==> src/hw/rtl/mwm_pkg.sv <==
// ----------------------------------------------------------------------------
// mwm_pkg
// Shared types and constants of the mecanum wheel mixer.
// ----------------------------------------------------------------------------
`default_nettype none

package mwm_pkg;

    // Velocity field width default
    localparam int VELOCITY_BITS_DEF = 10;

    // Duty full scale
    localparam int DUTY_MAX  = 255;
    localparam int DUTY_BITS = 8;

    // Wheels, in output order: front left, front right, back left, back right
    localparam int NUM_WHEELS = 4;
    localparam int WHL_FL     = 0;
    localparam int WHL_FR     = 1;
    localparam int WHL_BL     = 2;
    localparam int WHL_BR     = 3;

    // Rescale divider: quotient bits and bits retired per pipeline stage
    localparam int QUO_BITS       = 8;
    localparam int BITS_PER_STAGE = 2;
    localparam int DIV_STAGES     = QUO_BITS / BITS_PER_STAGE;

    // Mode codes; code three behaves as stop
    localparam logic [1:0] MODE_DRIVE = 2'd0;
    localparam logic [1:0] MODE_STOP  = 2'd1;
    localparam logic [1:0] MODE_BRAKE = 2'd2;

    // Bridge direction codes
    typedef enum logic [1:0] {
        DIR_COAST = 2'd0,
        DIR_FWD   = 2'd1,
        DIR_REV   = 2'd2,
        DIR_BRAKE = 2'd3
    } t_dir;

endpackage

`default_nettype wire

==> src/hw/rtl/mecanum_wheel_mixer_core.sv <==
// ----------------------------------------------------------------------------
// mecanum_wheel_mixer_core
// Mecanum inverse kinematics: velocity command to four wheel direction/duty.
// ----------------------------------------------------------------------------
// One item (mode plus x, y and rotation velocity) is taken at every rising
// edge where start is high; busy never rises, so an item may enter on every
// cycle. The result for an item is driven on the o_ ports for exactly one
// cycle, marked by o_valid, in item order: o_valid rises once the item has
// passed all seven register stages, and the receiver takes the result while
// o_valid is high.
// There is no back-pressure from the receiver: it must take o_valid whenever
// it shows. In the pipeline, one stage forms the wheel sums and magnitudes,
// one finds the largest magnitude and the scaled numerators, four stages
// run the rescale division (two quotient bits per stage, one divider per
// wheel), and one stage formats the outputs.
// Drive mode: fl=x+y+r, fr=x-y-r, bl=x-y+r, br=x+y-r. When the largest
// magnitude exceeds 255, each wheel gets trunc(|w|*255/max) with the sign of
// w; otherwise |w| is used as is. Stop (and the unused mode code three)
// coasts all wheels at duty 0; brake drives both bridge inputs high at
// the given brake duty.
// ----------------------------------------------------------------------------
`default_nettype none

module mecanum_wheel_mixer_core #(
    parameter int VELOCITY_BITS = mwm_pkg::VELOCITY_BITS_DEF
) (
    input  wire logic                            i_clk,
    input  wire logic                            i_rst_n,

    input  wire logic                            start,
    output logic                                 busy,
    input  wire logic [1:0]                      i_mode,
    input  wire logic signed [VELOCITY_BITS-1:0] i_vel_x,
    input  wire logic signed [VELOCITY_BITS-1:0] i_vel_y,
    input  wire logic signed [VELOCITY_BITS-1:0] i_vel_rot,
    input  wire logic [7:0]                      i_brake_duty,

    output logic                                 o_valid,
    output logic [1:0]                           o_front_left_dir,
    output logic [7:0]                           o_front_left_duty,
    output logic [1:0]                           o_front_right_dir,
    output logic [7:0]                           o_front_right_duty,
    output logic [1:0]                           o_back_left_dir,
    output logic [7:0]                           o_back_left_duty,
    output logic [1:0]                           o_back_right_dir,
    output logic [7:0]                           o_back_right_duty
);

    // Widths: sums need two extra bits, magnitudes one, numerator adds 8
    localparam int SW  = VELOCITY_BITS + 2;
    localparam int MW  = VELOCITY_BITS + 1;
    localparam int NW  = MW + mwm_pkg::DUTY_BITS;
    localparam int NWH = mwm_pkg::NUM_WHEELS;
    localparam int DS  = mwm_pkg::DIV_STAGES;
    localparam int QB  = mwm_pkg::QUO_BITS;
    localparam int BPS = mwm_pkg::BITS_PER_STAGE;

    // ---------------- stage 1: wheel sums, sign and magnitude ----------------
    logic signed [SW-1:0] x_ext, y_ext, r_ext;
    logic signed [SW-1:0] sum [NWH];
    logic [MW-1:0]        n_s1_mag [NWH];
    logic                 n_s1_neg [NWH];

    logic                 r_s1_valid;
    logic [1:0]           r_s1_mode;
    logic [7:0]           r_s1_brake;
    logic [MW-1:0]        r_s1_mag [NWH];
    logic                 r_s1_neg [NWH];

    always_comb begin
        x_ext = SW'(i_vel_x);
        y_ext = SW'(i_vel_y);
        r_ext = SW'(i_vel_rot);
        sum[mwm_pkg::WHL_FL] = x_ext + y_ext + r_ext;
        sum[mwm_pkg::WHL_FR] = x_ext - y_ext - r_ext;
        sum[mwm_pkg::WHL_BL] = x_ext - y_ext + r_ext;
        sum[mwm_pkg::WHL_BR] = x_ext + y_ext - r_ext;
        for (int w = 0; w < NWH; w++) begin
            n_s1_neg[w] = sum[w][SW-1];
            n_s1_mag[w] = n_s1_neg[w] ? MW'(-sum[w]) : MW'(sum[w]);
        end
    end

    // ---------------- stage 2: max magnitude and numerators ----------------
    // Divider arrays: index 0 is the stage 2 register, index s+1 holds the
    // state after division step s.
    logic [MW-1:0] max_01, max_23, n_max;

    logic          r_dv_valid [DS+1];
    logic [1:0]    r_dv_mode  [DS+1];
    logic [7:0]    r_dv_brake [DS+1];
    logic          r_dv_big   [DS+1];
    logic [MW-1:0] r_dv_max   [DS+1];
    logic [NW-1:0] r_dv_rem   [DS+1][NWH];
    logic [QB-1:0] r_dv_quo   [DS+1][NWH];
    logic          r_dv_neg   [DS+1][NWH];
    logic [7:0]    r_dv_low   [DS+1][NWH];

    always_comb begin
        max_01 = (r_s1_mag[mwm_pkg::WHL_FL] > r_s1_mag[mwm_pkg::WHL_FR])
               ? r_s1_mag[mwm_pkg::WHL_FL] : r_s1_mag[mwm_pkg::WHL_FR];
        max_23 = (r_s1_mag[mwm_pkg::WHL_BL] > r_s1_mag[mwm_pkg::WHL_BR])
               ? r_s1_mag[mwm_pkg::WHL_BL] : r_s1_mag[mwm_pkg::WHL_BR];
        n_max  = (max_01 > max_23) ? max_01 : max_23;
    end

    // ---------------- stages 3..6: restoring division ----------------
    // |w| <= max, so the quotient always fits in eight bits.
    logic [NW-1:0] n_dv_rem [DS][NWH];
    logic [QB-1:0] n_dv_quo [DS][NWH];
    logic [NW-1:0] div_sub;

    always_comb begin
        for (int s = 0; s < DS; s++) begin
            for (int w = 0; w < NWH; w++) begin
                n_dv_rem[s][w] = r_dv_rem[s][w];
                n_dv_quo[s][w] = r_dv_quo[s][w];
                for (int b = 0; b < BPS; b++) begin
                    div_sub = NW'(r_dv_max[s]) << (QB - 1 - s * BPS - b);
                    if (n_dv_rem[s][w] >= div_sub) begin
                        n_dv_rem[s][w] = n_dv_rem[s][w] - div_sub;
                        n_dv_quo[s][w][QB - 1 - s * BPS - b] = 1'b1;
                    end
                end
            end
        end
    end

    // ---------------- stage 7: direction and duty ----------------
    mwm_pkg::t_dir n_out_dir  [NWH];
    logic [7:0]    n_out_duty [NWH];
    logic [7:0]    wheel_val;

    logic          r_out_valid;
    mwm_pkg::t_dir r_out_dir  [NWH];
    logic [7:0]    r_out_duty [NWH];

    always_comb begin
        for (int w = 0; w < NWH; w++) begin
            wheel_val = r_dv_big[DS] ? r_dv_quo[DS][w] : r_dv_low[DS][w];
            if (r_dv_mode[DS] == mwm_pkg::MODE_DRIVE) begin
                n_out_duty[w] = wheel_val;
                if (wheel_val == 8'd0) begin
                    n_out_dir[w] = mwm_pkg::DIR_COAST;
                end else if (r_dv_neg[DS][w]) begin
                    n_out_dir[w] = mwm_pkg::DIR_REV;
                end else begin
                    n_out_dir[w] = mwm_pkg::DIR_FWD;
                end
            end else if (r_dv_mode[DS] == mwm_pkg::MODE_BRAKE) begin
                n_out_dir[w]  = mwm_pkg::DIR_BRAKE;
                n_out_duty[w] = r_dv_brake[DS];
            end else begin
                n_out_dir[w]  = mwm_pkg::DIR_COAST;
                n_out_duty[w] = 8'd0;
            end
        end
    end

    // ---------------- registers ----------------
    // Valid bits
    always_ff @(posedge i_clk) begin
        if (!i_rst_n) begin
            r_s1_valid  <= 1'b0;
            r_out_valid <= 1'b0;
            for (int s = 0; s <= DS; s++) begin
                r_dv_valid[s] <= 1'b0;
            end
        end else begin
            r_s1_valid    <= start & ~busy;
            r_dv_valid[0] <= r_s1_valid;
            for (int s = 0; s < DS; s++) begin
                r_dv_valid[s+1] <= r_dv_valid[s];
            end
            r_out_valid <= r_dv_valid[DS];
        end
    end

    // Payload
    always_ff @(posedge i_clk) begin
        r_s1_mode  <= i_mode;
        r_s1_brake <= i_brake_duty;
        for (int w = 0; w < NWH; w++) begin
            r_s1_mag[w] <= n_s1_mag[w];
            r_s1_neg[w] <= n_s1_neg[w];
        end

        r_dv_mode[0]  <= r_s1_mode;
        r_dv_brake[0] <= r_s1_brake;
        r_dv_max[0]   <= n_max;
        r_dv_big[0]   <= (n_max > MW'(mwm_pkg::DUTY_MAX));
        for (int w = 0; w < NWH; w++) begin
            // |w| * 255 = (|w| << 8) - |w|
            r_dv_rem[0][w] <= {r_s1_mag[w], 8'd0} - NW'(r_s1_mag[w]);
            r_dv_quo[0][w] <= '0;
            r_dv_neg[0][w] <= r_s1_neg[w];
            r_dv_low[0][w] <= r_s1_mag[w][7:0];
        end

        for (int s = 0; s < DS; s++) begin
            r_dv_mode[s+1]  <= r_dv_mode[s];
            r_dv_brake[s+1] <= r_dv_brake[s];
            r_dv_max[s+1]   <= r_dv_max[s];
            r_dv_big[s+1]   <= r_dv_big[s];
            for (int w = 0; w < NWH; w++) begin
                r_dv_rem[s+1][w] <= n_dv_rem[s][w];
                r_dv_quo[s+1][w] <= n_dv_quo[s][w];
                r_dv_neg[s+1][w] <= r_dv_neg[s][w];
                r_dv_low[s+1][w] <= r_dv_low[s][w];
            end
        end

        for (int w = 0; w < NWH; w++) begin
            r_out_dir[w]  <= n_out_dir[w];
            r_out_duty[w] <= n_out_duty[w];
        end
    end

    // ---------------- ports ----------------
    // Fully pipelined with no receiver stall: never busy.
    assign busy               = 1'b0;
    assign o_valid            = r_out_valid;
    assign o_front_left_dir   = r_out_dir[mwm_pkg::WHL_FL];
    assign o_front_left_duty  = r_out_duty[mwm_pkg::WHL_FL];
    assign o_front_right_dir  = r_out_dir[mwm_pkg::WHL_FR];
    assign o_front_right_duty = r_out_duty[mwm_pkg::WHL_FR];
    assign o_back_left_dir    = r_out_dir[mwm_pkg::WHL_BL];
    assign o_back_left_duty   = r_out_duty[mwm_pkg::WHL_BL];
    assign o_back_right_dir   = r_out_dir[mwm_pkg::WHL_BR];
    assign o_back_right_duty  = r_out_duty[mwm_pkg::WHL_BR];

endmodule

`default_nettype wire

==> config.mk <==
export PLATFORM = sky130hd
export DESIGN_NAME = mecanum_wheel_mixer_core
export DESIGN_NICKNAME = d
export VERILOG_FILES = /design/src/hw/rtl/mwm_pkg.sv /design/src/hw/rtl/mecanum_wheel_mixer_core.sv
export SDC_FILE = /design/constraint.sdc
export NUM_CORES = 2
export LEC_CHECK = 0
export BUFFER_PORTS_ARGS = -buffer_cell sky130_fd_sc_hd__buf_2
export CAP_MARGIN = 30
export CORE_MARGIN = 2
export CORE_UTILIZATION = 50
export DETAILED_ROUTE_END_ITERATION = 16
export GPL_TIMING_DRIVEN = 0
export PLACE_DENSITY = 0.66
export RECOVER_POWER = 100
export SLEW_MARGIN = 10
export SYNTH_ARGS = -nofsm -noshare
export SYNTH_HDL_FRONTEND = slang
export SYNTH_SLANG_ARGS = --single-unit
==> constraint.sdc <==
create_clock -name i_clk -period 10.1 [get_ports i_clk]
set_input_delay 0 -clock i_clk [delete_from_list [all_inputs] [get_ports i_clk]]
set_output_delay 0 -clock i_clk [all_outputs]
set_load 0.005 [all_outputs]
; Yosys cells after proc, flatten, opt, wreduce, memory -nomap -nowiden
; Memories as Yosys holds them, arrays and structs flattened. A register that Yosys moved wholly into a read port is not among the register bits.
; Index checks and enable logic that the tools add are counted.
[word_totals]
ff_bits = 11
ramBits = 923
inputBits = 43
out_inout_bits = 42
wordCells = 210
memories = 13
[mem_list]
columns = name, depth, word_bits, rd, rd_clocked_by_memory_dff, wr, line_no
row1 = r_dv_rem, 5, 76, 4, 0, 5, mecanum_wheel_mixer_core.sv:94  ; logic [NW-1:0] r_dv_rem [DS+1][NWH];
row2 = r_dv_low, 5, 32, 5, 0, 5, mecanum_wheel_mixer_core.sv:97  ; logic [7:0] r_dv_low [DS+1][NWH];
row3 = r_dv_quo, 5, 32, 5, 0, 5, mecanum_wheel_mixer_core.sv:95  ; logic [QB-1:0] r_dv_quo [DS+1][NWH];
row4 = r_dv_max, 5, 11, 4, 0, 5, mecanum_wheel_mixer_core.sv:93  ; logic [MW-1:0] r_dv_max [DS+1];
row5 = r_s1_mag, 4, 11, 4, 0, 4, mecanum_wheel_mixer_core.sv:67  ; logic [MW-1:0] r_s1_mag [NWH];
row6 = r_dv_brake, 5, 8, 5, 0, 5, mecanum_wheel_mixer_core.sv:91  ; logic [7:0] r_dv_brake [DS+1];
row7 = 7 more memories, n/a, n/a, n/a, n/a, n/a, n/a
[classes]
add_sub_neg = 46
order_cmp = 36
eq_ne = 1
muxes = 100
bitwise = 5
n_reduce_logical = 6
[ops]
columns = op, count
row1 = two-way mux 19 bit, 32
row2 = subtractor 19 x 11 -> 19 bit, 8
row3 = two-way mux 11 bit, 7
row4 = >= comparator 19 x 11 -> 1 bit, 4
row5 = >= comparator 19 x 12 -> 1 bit, 4
row6 = >= comparator 19 x 13 -> 1 bit, 4
row7 = >= comparator 19 x 14 -> 1 bit, 4
row8 = >= comparator 19 x 15 -> 1 bit, 4
row9 = >= comparator 19 x 16 -> 1 bit, 4
row10 = >= comparator 19 x 17 -> 1 bit, 4
row11 = >= comparator 19 x 18 -> 1 bit, 4
row12 = subtractor 19 x 12 -> 19 bit, 4
row13 = subtractor 19 x 13 -> 19 bit, 4
row14 = subtractor 19 x 14 -> 19 bit, 4
row15 = subtractor 19 x 15 -> 19 bit, 4
row16 = subtractor 19 x 16 -> 19 bit, 4
row17 = subtractor 19 x 17 -> 19 bit, 4
row18 = subtractor 19 x 18 -> 19 bit, 4
row19 = two-way mux 8 bit, 9
row20 = negation 11 bit, 4
row21 = two-way mux 1 bit, 39
row22 = greater-than comparator 11 bit, 3
row23 = zero test 8 bit, 4
row24 = two-way mux 2 bit, 13
row25 = other kinds (9), 15

; Logic depth before layout (Yosys ltp)
; An unclocked memory read counts as a cell.
[depth]
word_depth = 6
ltp_mapped = 28
mapped_depth_nobuf = 25

; Worst setup path after synthesis
; No wires, ideal clock.
[synth_path]
kind = reg-to-reg
startpoint = memory r_dv_max[0][1] in the netlist's numbering
endpoint = memory r_dv_rem[1][49] in the netlist's numbering
arrival_time_ns = 5.679
required_time_ns = 9.979
slack_ns = 4.300
stages_incl_launch_ff = 25
path_buffers = 2
path_cell_list = dfxtp_1 inv_1 fa_1 a21o_1 a21oi_1 o21bai_1 o22ai_1 o21ai_0 nor2_1 clkbuf_1 nor2_1 a21oi_1 inv_1 ha_1 nor2b_1 o21ai_0 nand2b_1 a21o_1 a21o_1 a21o_1 a21boi_0 o211ai_1 a211oi_1 buf_2 mux2_2
[synth_lines]
columns = element, line_no
row1 = "start, declared", mecanum_wheel_mixer_core.sv:93
row2 = "end, declared", mecanum_wheel_mixer_core.sv:94

==> impl_metrics.tcl <==
set metrics [dict create \
    mostFrequentLayoutCell "dfxtp_1" \
    viasPerCell 5.48 \
    synth_top_area_cell "dfxtp_1" \
    cts_tree "built" \
    final_antenna_net_count 0 \
    multiInputGateArea_mm2 0.0250 \
    finalWeightedCongestion 0.924 \
    layout_common_cells "746 x dfxtp_1, 469 x ha_1, 348 x a21oi_1, 347 x inv_1, 292 x nor2_1" \
    async_flop_share_pct 0 \
    skew_ns 0.0428 \
    drt_wl_total_um 106000 \
    hold_violations 0 \
    start_util_pct 50.6 \
    root_buffer "clkbuf_16" \
    maxCapViolations 0 \
    dpl.hpwl_um 83700 \
    rows 105 \
    clk_pin_slew_worst_paths_ns 0.06 \
    synth_edf_count 0 \
    worstPathArrival_ns 8.17 \
    period_minus_slack_ns 7.66 \
    ys_types 88 \
    drive_gt1_share_pct 7.53 \
    cts_inserted_buffers 73 \
    die_height_um 293 \
    drt_first_iter_violations 1771 \
    timing.slew.headroom_pct 26.3 \
    first_pass_iters 5 \
    grt_max_degree 17 \
    setup_viol 0 \
    r2r_end "r_dv_rem[1][52]" \
    io_buffers 83 \
    crit_type "reg2reg" \
    grt-ovfl-total 0 \
    grt_use_total_pct 24.5 \
    finalSetupTns_ns 0 \
    r2r-start "r_dv_max[0][1]" \
    synth_cells 4552 \
    yosysSeqAreaShare_pct 35.9 \
    htree_levels 3 \
    post_cts_buffers 0 \
    status "completed" \
    cts_sinks 746 \
    layout.nets 5284 \
    syn_avg_cell_area_um2 9.15 \
    hold-path-endpoint "r_s1_mag[0][9]" \
    antenna_found_initial 1 \
    drcViolationCount 0 \
    ys_top_cells_by_area "dfxtp_1 36%, ha_1 14%, xnor2_1 6.1%" \
    final_core_util_pct 56.1 \
    register_area_mm2 0.0149 \
    fin_crit_sh_pct 75.8 \
    fillers 7399 \
    critPathMaxFanout 12 \
    vias 32200 \
    core_mm2 0.0822 \
    drv_slew 0 \
    dieArea_mm2 0.0856 \
    worstSkewPairLatency_ns 0.65 \
    hold_start "i_vel_rot[8]" \
    area_growth_pct 10.9 \
    start_kind "flip-flop" \
    antennaDiodeCount 0 \
    hold_class "in2reg" \
    required_ns 10.61 \
    hold_path_depth 6 \
    io_pins 85 \
    dieWidth_um 293 \
    yosysTopAreaCellShare_pct 35.9 \
    syn-num-nets 5098 \
    wl_per_cell_um 18.1 \
    grt_pass1_wl_um 167000 \
    r2r_slack_ns 2.44 \
    reg2regPathDepth 24 \
    clockBufferDepth 3 \
    worst_slew_pin_slew_ns 1.10 \
    syn_area_mm2 0.0417 \
    max_freq_ghz 0.131 \
    synth-main-ff-cell "dfxtp_1" \
    cts_resized 0 \
    rsz0062_at_grt "false" \
    crit_path_end_kind "flip-flop" \
    ys_warn_count 0 \
    yosys_register_bits 746 \
    first_global_vias 31000 \
]
## what timing repair did
| action | 4_1_cts | 5_1_grt |
|---|---|---|
| hold buffers | 26 | 0 |
| hold endpoints to repair | 22 | 0 |
| endpoints found under the setup margin | 0 | 0 |
## layer usage
layer  routed length [µm]  track usage (%)  vias to the layer above
li1                     -                -                    16500
met1                48900             32.2                    14800
met2                48000             40.9                      746
met3                 4690             2.77                      183
met4                 4410             9.96                        0
met5                    0                0                        -
## kinds of logic (layout without fill, tap and decap cells)
group                      count (synthesis)  in the layout  share of synthesized area (%)
adders and majority gates                503            503                           15.7
buffers and inverters                    428            672                           3.99
and+or+nand+nor                         1167           1167                           14.0
other                                      1              1                        0.00900
DFF                                      746            746                           35.9
AOI/OAI and AO/OA                       1105           1105                           16.6
xor gates and xnor gates                 382            382                           8.05
muxes                                    220            220                           5.80
## synth_stat cells (8+ instances only)
master,count
a2111oi_0,11
a211oi_1,28
a21boi_0,25
a21o_1,137
a21oi_1,348
a221oi_1,9
a31oi_1,31
and2_1,22
and3_1,33
buf_2,11
clkbuf_1,58
dfxtp_1,746
fa_1,34
ha_1,469
inv_1,346
mux2_2,144
mux2i_1,69
nand2_1,279
nand2b_1,68
nand3_1,70
nand3b_1,8
nand4_1,66
nand4b_1,9
nor2_1,292
nor2b_1,80
nor3_1,89
nor3b_1,9
nor4_1,46
o211ai_1,19
o21a_1,82
o21ai_0,255
o21bai_1,39
o22ai_1,10
o31a_1,10
o31ai_1,28
or2_2,18
or3_1,35
or4_1,18
xnor2_1,291
xor2_1,90
## per-stage QoR
step	cell area (µm²)	cells	worst slack, ns	hold slack (ns)
2_1_floorplan	41700	4552	4.30	0.0277
3_3_place_gp	43400	5705	2.63	0.103
3_5_place_dp	43400	5706	2.62	0.104
4_1_cts	46300	5865	2.55	0.0220
5_1_grt	46200	5866	1.72	0.0528
6_report	46200	5866	2.44	0.0455
## registers in the layout, summed over array words and instances, names as in the netlist, 10 cells and up
name and flops:
r_dv_neg 20, r_dv_max 44, r_dv_quo 80, r_dv_rem 288, r_dv_low 155, r_dv_mode 10
r_s1_mag 43, r_out_duty 32, r_dv_brake 40
## layout make-up
type | count | area share, %
inverter | 350 | 2.85
tap | 1070 | 2.90
multi-input combinational | 3378 | 54.2
clock buffer | 93 | 4.38
buffer | 78 | 0.658
sequential | 746 | 32.3
clock inverter | 40 | 1.25
timing repair buffer | 111 | 1.47
## critical path, cell delays in order, from the launching register on
cell,delay [ns]
dfxtp_1,0.67
inv_1,0.50
fa_1,0.56
a21o_1,0.17
a21oi_1,0.21
o21bai_1,0.12
o22ai_1,0.27
o21ai_0,0.17
nor2_1,0.54
clkbuf_1,0.41
nor2_1,0.07
a21oi_1,0.36
inv_1,0.09
ha_1,0.30
nor2b_1,0.13
o21ai_0,0.15
nand2b_1,0.11
a21o_1,0.18
a21o_1,0.19
a21o_1,0.19
a21boi_0,0.36
o211ai_1,0.19
a211oi_1,0.64
clkbuf_1,0.50
mux2_2,0.41
## worst max path at each step
stage | to | from | slack [ns] | cells past startpoint
2_1_floorplan | r_dv_rem[1][49] | r_dv_max[0][1] | 4.30 | 24
3_3_place_gp | r_dv_rem[1][52] | r_dv_max[0][1] | 2.63 | 24
3_5_place_dp | r_dv_rem[1][52] | r_dv_max[0][1] | 2.62 | 24
4_1_cts | r_dv_rem[1][52] | r_dv_max[0][1] | 2.55 | 24
5_1_grt | r_dv_rem[1][52] | r_dv_max[0][1] | 1.72 | 24
6_report | r_dv_rem[1][52] | r_dv_max[0][1] | 2.44 | 24
Power is left out: the tool's default activity adds up to more than one toggle a clock period on the data nets, which glitch-free logic cannot reach.
